**src/design/assert_macros.svh**
```systemverilog
// Assertion macros used by the datapath RTL file.
`ifndef ASSERT_MACROS_SVH
`define ASSERT_MACROS_SVH

// Property must hold at every rising clock edge outside reset.
`define ASSERT_HOLDS(lbl, clk, rst_n, prop, msg) \
  lbl: assert property (@(posedge clk) disable iff (!rst_n) prop) else $error(msg);

// Condition must never be true outside reset.
`define ASSERT_NEVER(lbl, clk, rst_n, cond, msg) \
  lbl: assert property (@(posedge clk) disable iff (!rst_n) !(cond)) else $error(msg);

`endif

```
**src/design/glsbfs_pkg.sv**
```systemverilog
// Types, constants and codes shared by the level walk core.
`default_nettype none
package glsbfs_pkg;

  localparam int MAX_NODES = 1024;
  localparam int MAX_EDGES = 8192;
  localparam int NODE_W    = $clog2(MAX_NODES);
  localparam int EDGE_AW   = $clog2(MAX_EDGES);
  localparam int CNT_W     = NODE_W + 1;
  localparam int TOT_W     = 14;

  localparam logic [1:0] REQ_CLEAR  = 2'd0;
  localparam logic [1:0] REQ_APPEND = 2'd1;
  localparam logic [1:0] REQ_RUN    = 2'd2;
  localparam logic [1:0] REQ_NOP    = 2'd3;

  localparam logic [1:0] ST_OK        = 2'd0;
  localparam logic [1:0] ST_ORDER     = 2'd1;
  localparam logic [1:0] ST_RANGE     = 2'd2;
  localparam logic [1:0] ST_BAD_START = 2'd3;

  typedef struct packed {
    logic [1:0]        req_type;
    logic [NODE_W-1:0] edge_row;
    logic [NODE_W-1:0] edge_col;
    logic [NODE_W-1:0] start_node;
  } req_t;

  typedef struct packed {
    logic [1:0]        status;
    logic [TOT_W-1:0]  edge_total;
    logic [CNT_W-1:0]  level_count;
    logic [NODE_W-1:0] max_width;
    logic [NODE_W-1:0] end_node;
    logic              end_found;
  } res_t;

  typedef struct packed {
    logic append;
    logic nop_res;
    logic bad_run;
    logic clear_go;
    logic clear_done;
    logic run_go;
    logic sweep_deg;
    logic sweep_vis;
    logic init;
    logic deg_eval;
    logic vis_eval;
    logic next_node;
  } cmd_t;

  typedef struct packed {
    logic sweep_last;
    logic bad_start;
    logic deg_zero;
    logic last_edge;
    logic last_node;
    logic walk_done;
  } sts_t;

endpackage
`default_nettype wire

```
**src/design/glsbfs_ctrl.sv**
```systemverilog
// Controller state machine of the level walk core.
`default_nettype none
module glsbfs_ctrl (
  input  wire logic             clk_i,
  input  wire logic             rst_ni,
  input  wire logic             start_i,
  input  wire logic [1:0]       req_type_i,
  input  wire glsbfs_pkg::sts_t sts_i,
  output glsbfs_pkg::cmd_t      cmd_o,
  output logic                  busy_o
);
  import glsbfs_pkg::*;

  localparam logic [3:0] S_IDLE  = 4'd0;
  localparam logic [3:0] S_RCLR  = 4'd1;
  localparam logic [3:0] S_DCLR  = 4'd2;
  localparam logic [3:0] S_VCLR  = 4'd3;
  localparam logic [3:0] S_INIT  = 4'd4;
  localparam logic [3:0] S_FADDR = 4'd5;
  localparam logic [3:0] S_NODE  = 4'd6;
  localparam logic [3:0] S_DEG   = 4'd7;
  localparam logic [3:0] S_EADDR = 4'd8;
  localparam logic [3:0] S_TGT   = 4'd9;
  localparam logic [3:0] S_VIS   = 4'd10;

  logic [3:0] state_q, state_d;

  always_ff @(posedge clk_i or negedge rst_ni) begin
    if (!rst_ni) begin
      state_q <= S_RCLR;
    end else begin
      state_q <= state_d;
    end
  end

  always_comb begin
    cmd_o   = '0;
    state_d = state_q;
    case (state_q)
      S_IDLE: begin
        if (start_i) begin
          case (req_type_i)
            REQ_CLEAR: begin
              cmd_o.clear_go = 1'b1;
              state_d        = S_DCLR;
            end
            REQ_APPEND: cmd_o.append = 1'b1;
            REQ_RUN: begin
              if (sts_i.bad_start) begin
                cmd_o.bad_run = 1'b1;
              end else begin
                cmd_o.run_go = 1'b1;
                state_d      = S_VCLR;
              end
            end
            default: cmd_o.nop_res = 1'b1;
          endcase
        end
      end
      S_RCLR: begin
        cmd_o.sweep_deg = 1'b1;
        if (sts_i.sweep_last) state_d = S_IDLE;
      end
      S_DCLR: begin
        cmd_o.sweep_deg = 1'b1;
        if (sts_i.sweep_last) begin
          cmd_o.clear_done = 1'b1;
          state_d          = S_IDLE;
        end
      end
      S_VCLR: begin
        cmd_o.sweep_vis = 1'b1;
        if (sts_i.sweep_last) state_d = S_INIT;
      end
      S_INIT: begin
        cmd_o.init = 1'b1;
        state_d    = S_FADDR;
      end
      S_FADDR: state_d = S_NODE;
      S_NODE:  state_d = S_DEG;
      S_DEG: begin
        cmd_o.deg_eval = 1'b1;
        if (sts_i.deg_zero) begin
          cmd_o.next_node = 1'b1;
          state_d = (sts_i.last_node && sts_i.walk_done) ? S_IDLE : S_FADDR;
        end else begin
          state_d = S_EADDR;
        end
      end
      S_EADDR: state_d = S_TGT;
      S_TGT:   state_d = S_VIS;
      S_VIS: begin
        cmd_o.vis_eval = 1'b1;
        if (sts_i.last_edge) begin
          cmd_o.next_node = 1'b1;
          state_d = (sts_i.last_node && sts_i.walk_done) ? S_IDLE : S_FADDR;
        end else begin
          state_d = S_EADDR;
        end
      end
      default: state_d = S_IDLE;
    endcase
  end

  assign busy_o = (state_q != S_IDLE);

endmodule
`default_nettype wire

```
**config.mk**
```make
export PLATFORM = sky130hd
export DESIGN_NAME = glsbfs_ctrl
export DESIGN_NICKNAME = d
export VERILOG_FILES = /design/src/design/assert_macros.svh /design/src/design/glsbfs_pkg.sv /design/src/design/glsbfs_ctrl.sv
export SDC_FILE = /design/constraint.sdc
export NUM_CORES = 1
export LEC_CHECK = 0
export BUFFER_PORTS_ARGS = -buffer_cell sky130_fd_sc_hd__buf_2
export CAP_MARGIN = 0
export CORE_UTILIZATION = 35
export CTS_CLUSTER_SIZE = 25
export DETAILED_ROUTE_END_ITERATION = 16
export GPL_TIMING_DRIVEN = 0
export PLACE_DENSITY = 0.65
export SLEW_MARGIN = 40
export SYNTH_ARGS = -nofsm -noshare
export SYNTH_HDL_FRONTEND = slang
export SYNTH_SLANG_ARGS = --single-unit
```
**constraint.sdc**
```tcl
create_clock -name clk_i -period 1.3 [get_ports clk_i]
set_clock_uncertainty 0.1 [all_clocks]
set_input_delay 0.13 -clock clk_i [delete_from_list [all_inputs] [get_ports clk_i]]
set_output_delay 0.13 -clock clk_i [all_outputs]
set_load 0.005 [all_outputs]
```
# Word-level counts from Yosys, hierarchy flattened
# Cells that the tools add are included.
# classes
eq_ne	17
n_mux	30
reduce_logical	7
# ops
op	count
4-bit one-hot mux with 10 select lines	1
4-bit 2-to-1 mux	8
1-bit 2-to-1 mux	18
4-bit by 3-bit equality test with 1-bit output, second input constant	4
4-bit equality test, second input constant	3
4-bit by 2-bit equality test with 1-bit output, second input constant	2
4-bit one-hot mux with 2 select lines	1
5-bit AND reduction	1
4-bit by 1-bit equality test with 1-bit output, second input constant	1
4-bit zero test	1
2-bit inequality test, second input constant	2
4-bit nonzero test	1
3-bit 2-to-1 mux	1
3-bit by 1-bit inequality test with 1-bit output, second input constant	1
3-bit inequality test, second input constant	1
3-bit OR reduction	1
2-bit by 1-bit equality test with 1-bit output, second input constant	1
2-bit equality test, second input constant	1
2-bit zero test	1
2-bit by 1-bit inequality test with 1-bit output, second input constant	1
1-bit one-hot mux with 2 select lines	1
2-bit OR reduction	1
1-bit logical AND	1
# word_totals
regBits	4
input_bits	11
word_cells	55

# Depth between registers and ports, before layout
# Gate-level depths: netlist of the first run.
# depth
depth_word	5
ltp_mapped	5
mapped_depth_nobuf	3

# Worst setup path after synthesis of the first run
# OpenSTA, ideal clock, no wires.
# synth_timing
path_kind	reg-to-reg
from	register state_q[0]
to	register state_q[0]
setup_time_ps	81
arrival_ps	1169
t_required_ps	1119
setup_slack_ps	-50
stages_incl_launch_ff	6
n_path_buf	2
period_less_slack_ps	1350
cell_sequence	dfstp_2 > buf_6 > buf_4 > nor4b_2 > nor2_1 > a32oi_1
# synth_via
elab_chain_cells	4
# synth_lines
item	line_no	source
start: declaration	glsbfs_ctrl.sv:26	logic [3:0] state_q, state_d;
start signal: assignment	glsbfs_ctrl.sv:32	state_q <= state_d;
4-bit by 2-bit equality test with 1-bit output / 4-bit by 1-bit equality test with 1-bit output (equally long branches)	glsbfs_ctrl.sv:39	case (state_q)
2-bit OR reduction (no line)	-	
2-bit by 1-bit inequality test with 1-bit output (no line)	-	
5-bit AND reduction (no line)	-	
# Parallel ways exist; a longest one is shown, timed or not.
# A chain may end at the register's enable or synchronous reset.

==> results.cfg, run 1 <==
[status]
outcome = complete, but fails checks
violations = negative setup slack

[synth]
syn-cell-area_um2 = 509
synth_cell_types = 32
yosysSeqAreaShare_pct = 19.9
synth_area_per_cell_um2 = 7.96
synth_warnings = 0
synth_edf_count = 0
synth.top_cells.by_count = nor2_1 (10), nand2_1 (6), nor3_1 (6)
synth-seq-cells = 4
synth_most_common_cell = nor2_1
ys.flop_type = dfrtp_1
synth.area.top_cells = dfrtp_1 (15%), nor2_1 (7.4%), buf_6 (6.6%)
async_flop_share_pct = 100
syn-num-nets = 75
synth_cells = 64
synth.top_cell.area_share_pct = 14.7
synth_top_cell_by_area = dfrtp_1

[global_route]
grt_pass1_wl_um = 2390
grt_pass1_vias = 515
antenna_found_initial = 0
use_met2_pct = 36.7
use_met1_pct = 29.2
met3_usage_pct = 5.00
grt_max_degree = 11
gr-max-usage-layer = met2
grt_overflow_total = 0
grt_use_total_pct = 22.3

[clock_tree]
cts_root_buffer = clkbuf_4
tritoncts = built
cts_sinks = 4
cts_buffers = 3
clockBufferDepth = 2
clock_latency_ns = 0.24
htreeDepth = 1
path_clk_slew_ns = 0.05

[critical_path]
path_class = reg -> out
critical-path-slowest-cell = dfrtp_1
cp_data_required_time_ns = 1.07
startpoint = state_q[3]$_DFFE_PN0P_
cp_num_buf_inv = 2
path_max_fanout = 5
path_delay_family = simple AND/OR/NAND/NOR gates
worst_setup_path_end_kind = output port
cp.arrival_ns = 1.40
crit_path_cell_trace = buf_6 -> or2_4 -> nor2_4 -> and3_1 -> buf_2
rr_startpoint = state_q[0]$_DFFE_PN1P_
start_kind = flop
slowest_delay_ns = 0.40

[finish]
nNetsFinal = 119
syn_to_final_growth_pct = 81.6
n_antenna_cell = 0
top_register = state_q
drive_gt1_share_pct = 64.5
largest_register_ffs = 4
post-route-util_pct = 69.3
reg.largest.list = state_q (4)

[routing]
drcViolationCount = 0
totalWireLength_um = 1780
dr.pass1.iters = 4
vias = 657
wl_per_cell_um = 14.6
drt_iter0_markers = 17
ant_nets = 0
routed_via_density = 5.39

[placed_design]
io_buffers = 23
dp_hpwl_um = 930
place_ws_ns = -0.183
place_congestion = 0.757

[sta]
finalSetupViolCount = 16
hold_violations = 0
worst_slack_ns = -0.326
period_share_pct = 125
slew-limit-headroom_pct = 79.1
rsz0062_at_grt = yes
tightest_slew_ns = 0.312
drv_slew = 0
fmax_mhz = 615
period_needed_ns = 1.63

[hold_path]
hold_path.class = in -> reg
hold_start = sts_i[3]

[floorplan]
die_y_um = 40.1
std_cell_rows = 13
initial_utilization_pct = 38.2
pin_count = 24
fp.coreArea_mm2 = 0.00133
dieArea_mm2 = 0.00161
fp.dieW_um = 40.1

[pwr]
vdd_ir_drop_max_mv = 0.815
leakagePower_uw = 0.000452
p_per_area_mw_per_mm2 = 963

[job]
max-cap-violations = 0
cell usage in the layout (no fill, tap or decap), types with 2 or more instances in the layout:
master / netlist / routed
a32oi_1: 3 / 3
buf_2: 0 / 23
buf_4: 2 / 10
buf_6: 3 / 9
clkbuf_4: 0 / 3
dfrtp_1: 3 / 2
inv_1: 2 / 2
nand2_1: 6 / 5
nand2b_1: 2 / 2
nor2_1: 10 / 8
nor2_4: 1 / 3
nor2b_1: 2 / 2
nor3_1: 6 / 2
nor3_2: 0 / 4
nor3b_2: 1 / 3
through the flow:
step | setup TNS (ns) | total power [uW] | instances | area (um2) | hold slack [ns]
3_5_place_dp | -0.751 | 551 | 102 | 651 | -0.163
6_report | -3.62 | 891 | 122 | 925 | 0.0378
3_3_place_gp | -0.688 | 553 | 102 | 651 | -0.166
4_1_cts | -3.25 | 816 | 117 | 832 | 0.0136
2_1_floorplan | -0.00500 | 435 | 64 | 517 | -0.266
5_1_grt | -4.87 | 949 | 122 | 925 | 0.0440
where the power goes:
group          internal (uW)  leakage [uW]  switching, uW
Clock                    116     0.0000150           63.4
Sequential               148     0.0000491           53.2
Combinational            245      0.000388            265
Total                    509      0.000452            381
metal layers:
metal	wire (um)	vias to the layer above
met5	0	-
met4	19	0
met3	118	4
met2	901	33
met1	738	299
li1	-	321
kinds of logic after synthesis:
| kind of cell | synth area share, % |
|---|---|
| and+or+nand+nor | 48.6 |
| AOI/OAI and AO/OA | 18.7 |
| buffers and inverters | 11.1 |
| DFF | 19.9 |
| xor gates and xnor gates | 1.72 |
timing repair:
action	4_1_cts	5_1_grt
cloned	0	1
endpoints found under the setup margin	17	17
hold buffers	1	0
buffers inserted	10	4
pin swaps	14	10
hold endpoints to repair	4	0
resized for setup	16	12
final cells by class:
class	instances	area [um2]
plain buffers	5	60.1
repair buffers	39	256
well taps	15	18.8
multi-input cells	53	453
clock buffers	4	26.3
fillers	108	409
flip-flops and latches	4	103
inverters	2	7.51
worst paths after layout:
kind,cells past startpoint,slack (ns),to
min in group asynchronous,2,0.12,state_q[3]$_DFFE_PN0P_
max in group asynchronous,2,0.76,state_q[0]$_DFFE_PN1P_
setup / recovery,5,-0.33,cmd_o[7]
setup reg to reg,4,-0.23,state_q[0]$_DFFE_PN1P_
hold reg to reg,3,0.63,state_q[0]$_DFFE_PN1P_
hold / removal,2,0.04,state_q[3]$_DFFE_PN0P_
Power figures use the tool's default switching activity.
==> inputs of run 2 (changes only) <==
Settings changed: ABC_AREA set to 1, CORE_AREA set to 2 2 39 41, CORE_UTILIZATION 35 to unset, DIE_AREA set to 0 0 41 43, MAX_ROUTING_LAYER set to met4.
==> results.cfg, run 2 <==
[pwr]
p_per_area_mw_per_mm2 = 1810
vdd_ir_drop_max_mv = 0.852
leakagePower_uw = 0.000468

[global_route]
grt_pass1_wl_um = 2350
antenna_found_initial = 0
grt_pass1_vias = 607
grt_max_degree = 7
grt_overflow_total = 0
grt_use_total_pct = 19.6

[sta]
hold_ws_ns = 0.116
slew-limit-headroom_pct = 79.9
fmax_mhz = 642
drv_slew = 0
finalSetupViolCount = 17
tns_ns = -2.95
worst_slack_ns = -0.257
rsz0062_at_grt = yes
tightest_slew_ns = 0.301
period_needed_ns = 1.56
hold_violations = 0
period_share_pct = 120

[floorplan]
dieArea_mm2 = 0.00176
initial_utilization_pct = 31.7
fp.dieW_um = 41
die_y_um = 43
pin_count = 24
fp.coreArea_mm2 = 0.00138
std_cell_rows = 14

[clock_tree]
clock_latency_ns = 0.24
tritoncts = built
cts_root_buffer = clkbuf_4
path_clk_slew_ns = 0.05
clockBufferDepth = 2
htreeDepth = 1
cts_buffers = 3
cts_sinks = 4

[critical_path]
startpoint = state_q[0]$_DFFE_PN1P_
r2r_setup_slack_ns = -0.19
crit-reg2reg-capture = state_q[1]$_DFFE_PN0P_
path_max_fanout = 5
slowest_delay_ns = 0.59
worst_setup_path_end_kind = output port
critical-path-slowest-cell = dfstp_2
path_class = reg -> out
rr_startpoint = state_q[0]$_DFFE_PN1P_
crit_end = cmd_o[0]
cp.arrival_ns = 1.33
cp_data_required_time_ns = 1.07
r2r.worst_path.cells = 8
start_kind = flop
crit_path_cell_trace = nand2_2 -> inv_2 -> nand2_2 -> inv_2 -> a22o_1 -> buf_2

[synth]
syn-num-nets = 87
synth_top_cell_by_area = dfrtp_1
synth_cells = 76
synth_edf_count = 0
async_flop_share_pct = 100
synth-seq-cells = 4
synth_warnings = 0
syn-cell-area_um2 = 439
synth_most_common_cell = nand2_1
synth_area_per_cell_um2 = 5.78
synth.top_cells.by_count = nand2_1 (20), inv_1 (15), nor2_1 (11), nand3_1 (6), nor3_1 (4)
synth.top_cell.area_share_pct = 17.1
yosysSeqAreaShare_pct = 23.1
synth.area.top_cells = dfrtp_1 (17%), nand2_1 (17%), inv_1 (13%)
synth_cell_types = 18
ys.flop_type = dfrtp_1

[status]
outcome = complete, but fails checks
violations = negative setup slack

[finish]
final_common_cell = buf_2
reg.largest.list = state_q (4)
largest_register_ffs = 4
final_cells = 135
nNetsFinal = 131
post-route-util_pct = 62.0
top_register = state_q
syn_to_final_growth_pct = 95.4
drive_gt1_share_pct = 61.3
n_antenna_cell = 0
final_cell_mix = buf_2 (23), nand2_1 (17), inv_1 (12)

[job]
max-cap-violations = 0

[hold_path]
hold_path.class = in -> async

[routing]
dr.pass1.iters = 4
routed_via_density = 4.80
drt_iter0_markers = 13
totalWireLength_um = 1590
vias = 648
ant_nets = 0
drcViolationCount = 0
wl_per_cell_um = 11.8

[placed_design]
place_congestion = 0.781
io_buffers = 23
placed_cells = 115
dp_hpwl_um = 891
place_ws_ns = -0.127
## run 2: kinds of logic after synthesis
| family | after synthesis | share of synthesized area (%) |
|---|---|---|
| DFF | 4 | 23.1 |
| AOI/OAI and AO/OA | 6 | 8.26 |
| buffers and inverters | 16 | 13.7 |
| and+or+nand+nor | 50 | 55.0 |
## run 2: power by group
part	switching (uW)	internal [uW]
registers	71.9	173
clock network	54.7	115
logic	590	553
total	716	841
## run 2: how the worst min path moves through the flow
stage,slack (ns),endpoint,startpoint
after floorplan,-0.27,state_q[1]$_DFFE_PN0P_,rst_ni
after global placement,-0.16,state_q[3]$_DFFE_PN0P_,rst_ni
after detailed placement,-0.16,state_q[3]$_DFFE_PN0P_,rst_ni
after CTS,0.007,state_q[3]$_DFFE_PN0P_,sts_i[3]
after global routing,0.12,state_q[2]$_DFFE_PN0P_,sts_i[4]
final,0.12,state_q[2]$_DFFE_PN0P_,rst_ni
## run 2: cell type report
cell class,count,area (um2)
Multi-Input combinational cell,56,385
Sequential cell,4,104
Inverter,16,60.1
Tap cell,16,20.0
Fill cell,130,526
Timing Repair Buffer,39,263
Clock buffer,4,26.3
## run 2: worst max-delay path, delay by kind of cell (launching register included)
family | cells | cell delay [ns]
flops | 1 | 0.59
buf+inv | 3 | 0.23
simple gates | 2 | 0.16
compound gates | 1 | 0.12
## run 2: per-layer routing
layer  share of wire (%)  up-vias  track usage (%)  wire length [um]
met5                   0        -                -                 0
met4                   0        0             6.00                 0
met3                 5.3        0             5.76                84
met2                  57       22             35.9               903
met1                  38      302             17.8               602
li1                    -      324                -                 -
## run 2: per-stage QoR
step | instance area, um2 | total power, uW
after detailed placement | 574 | 827
final | 858 | 1560
after global placement | 574 | 823
after floorplan | 439 | 642
after global routing | 858 | 1660
after CTS | 773 | 1380
## run 2: timing repair
item	in CTS	in global routing
hold endpoints to repair	4	1
setup endpoints to repair	16	17
setup buffers	13	1
pin swaps	7	6
cloned	0	0
gates resized for setup	21	17
hold buffers	1	1
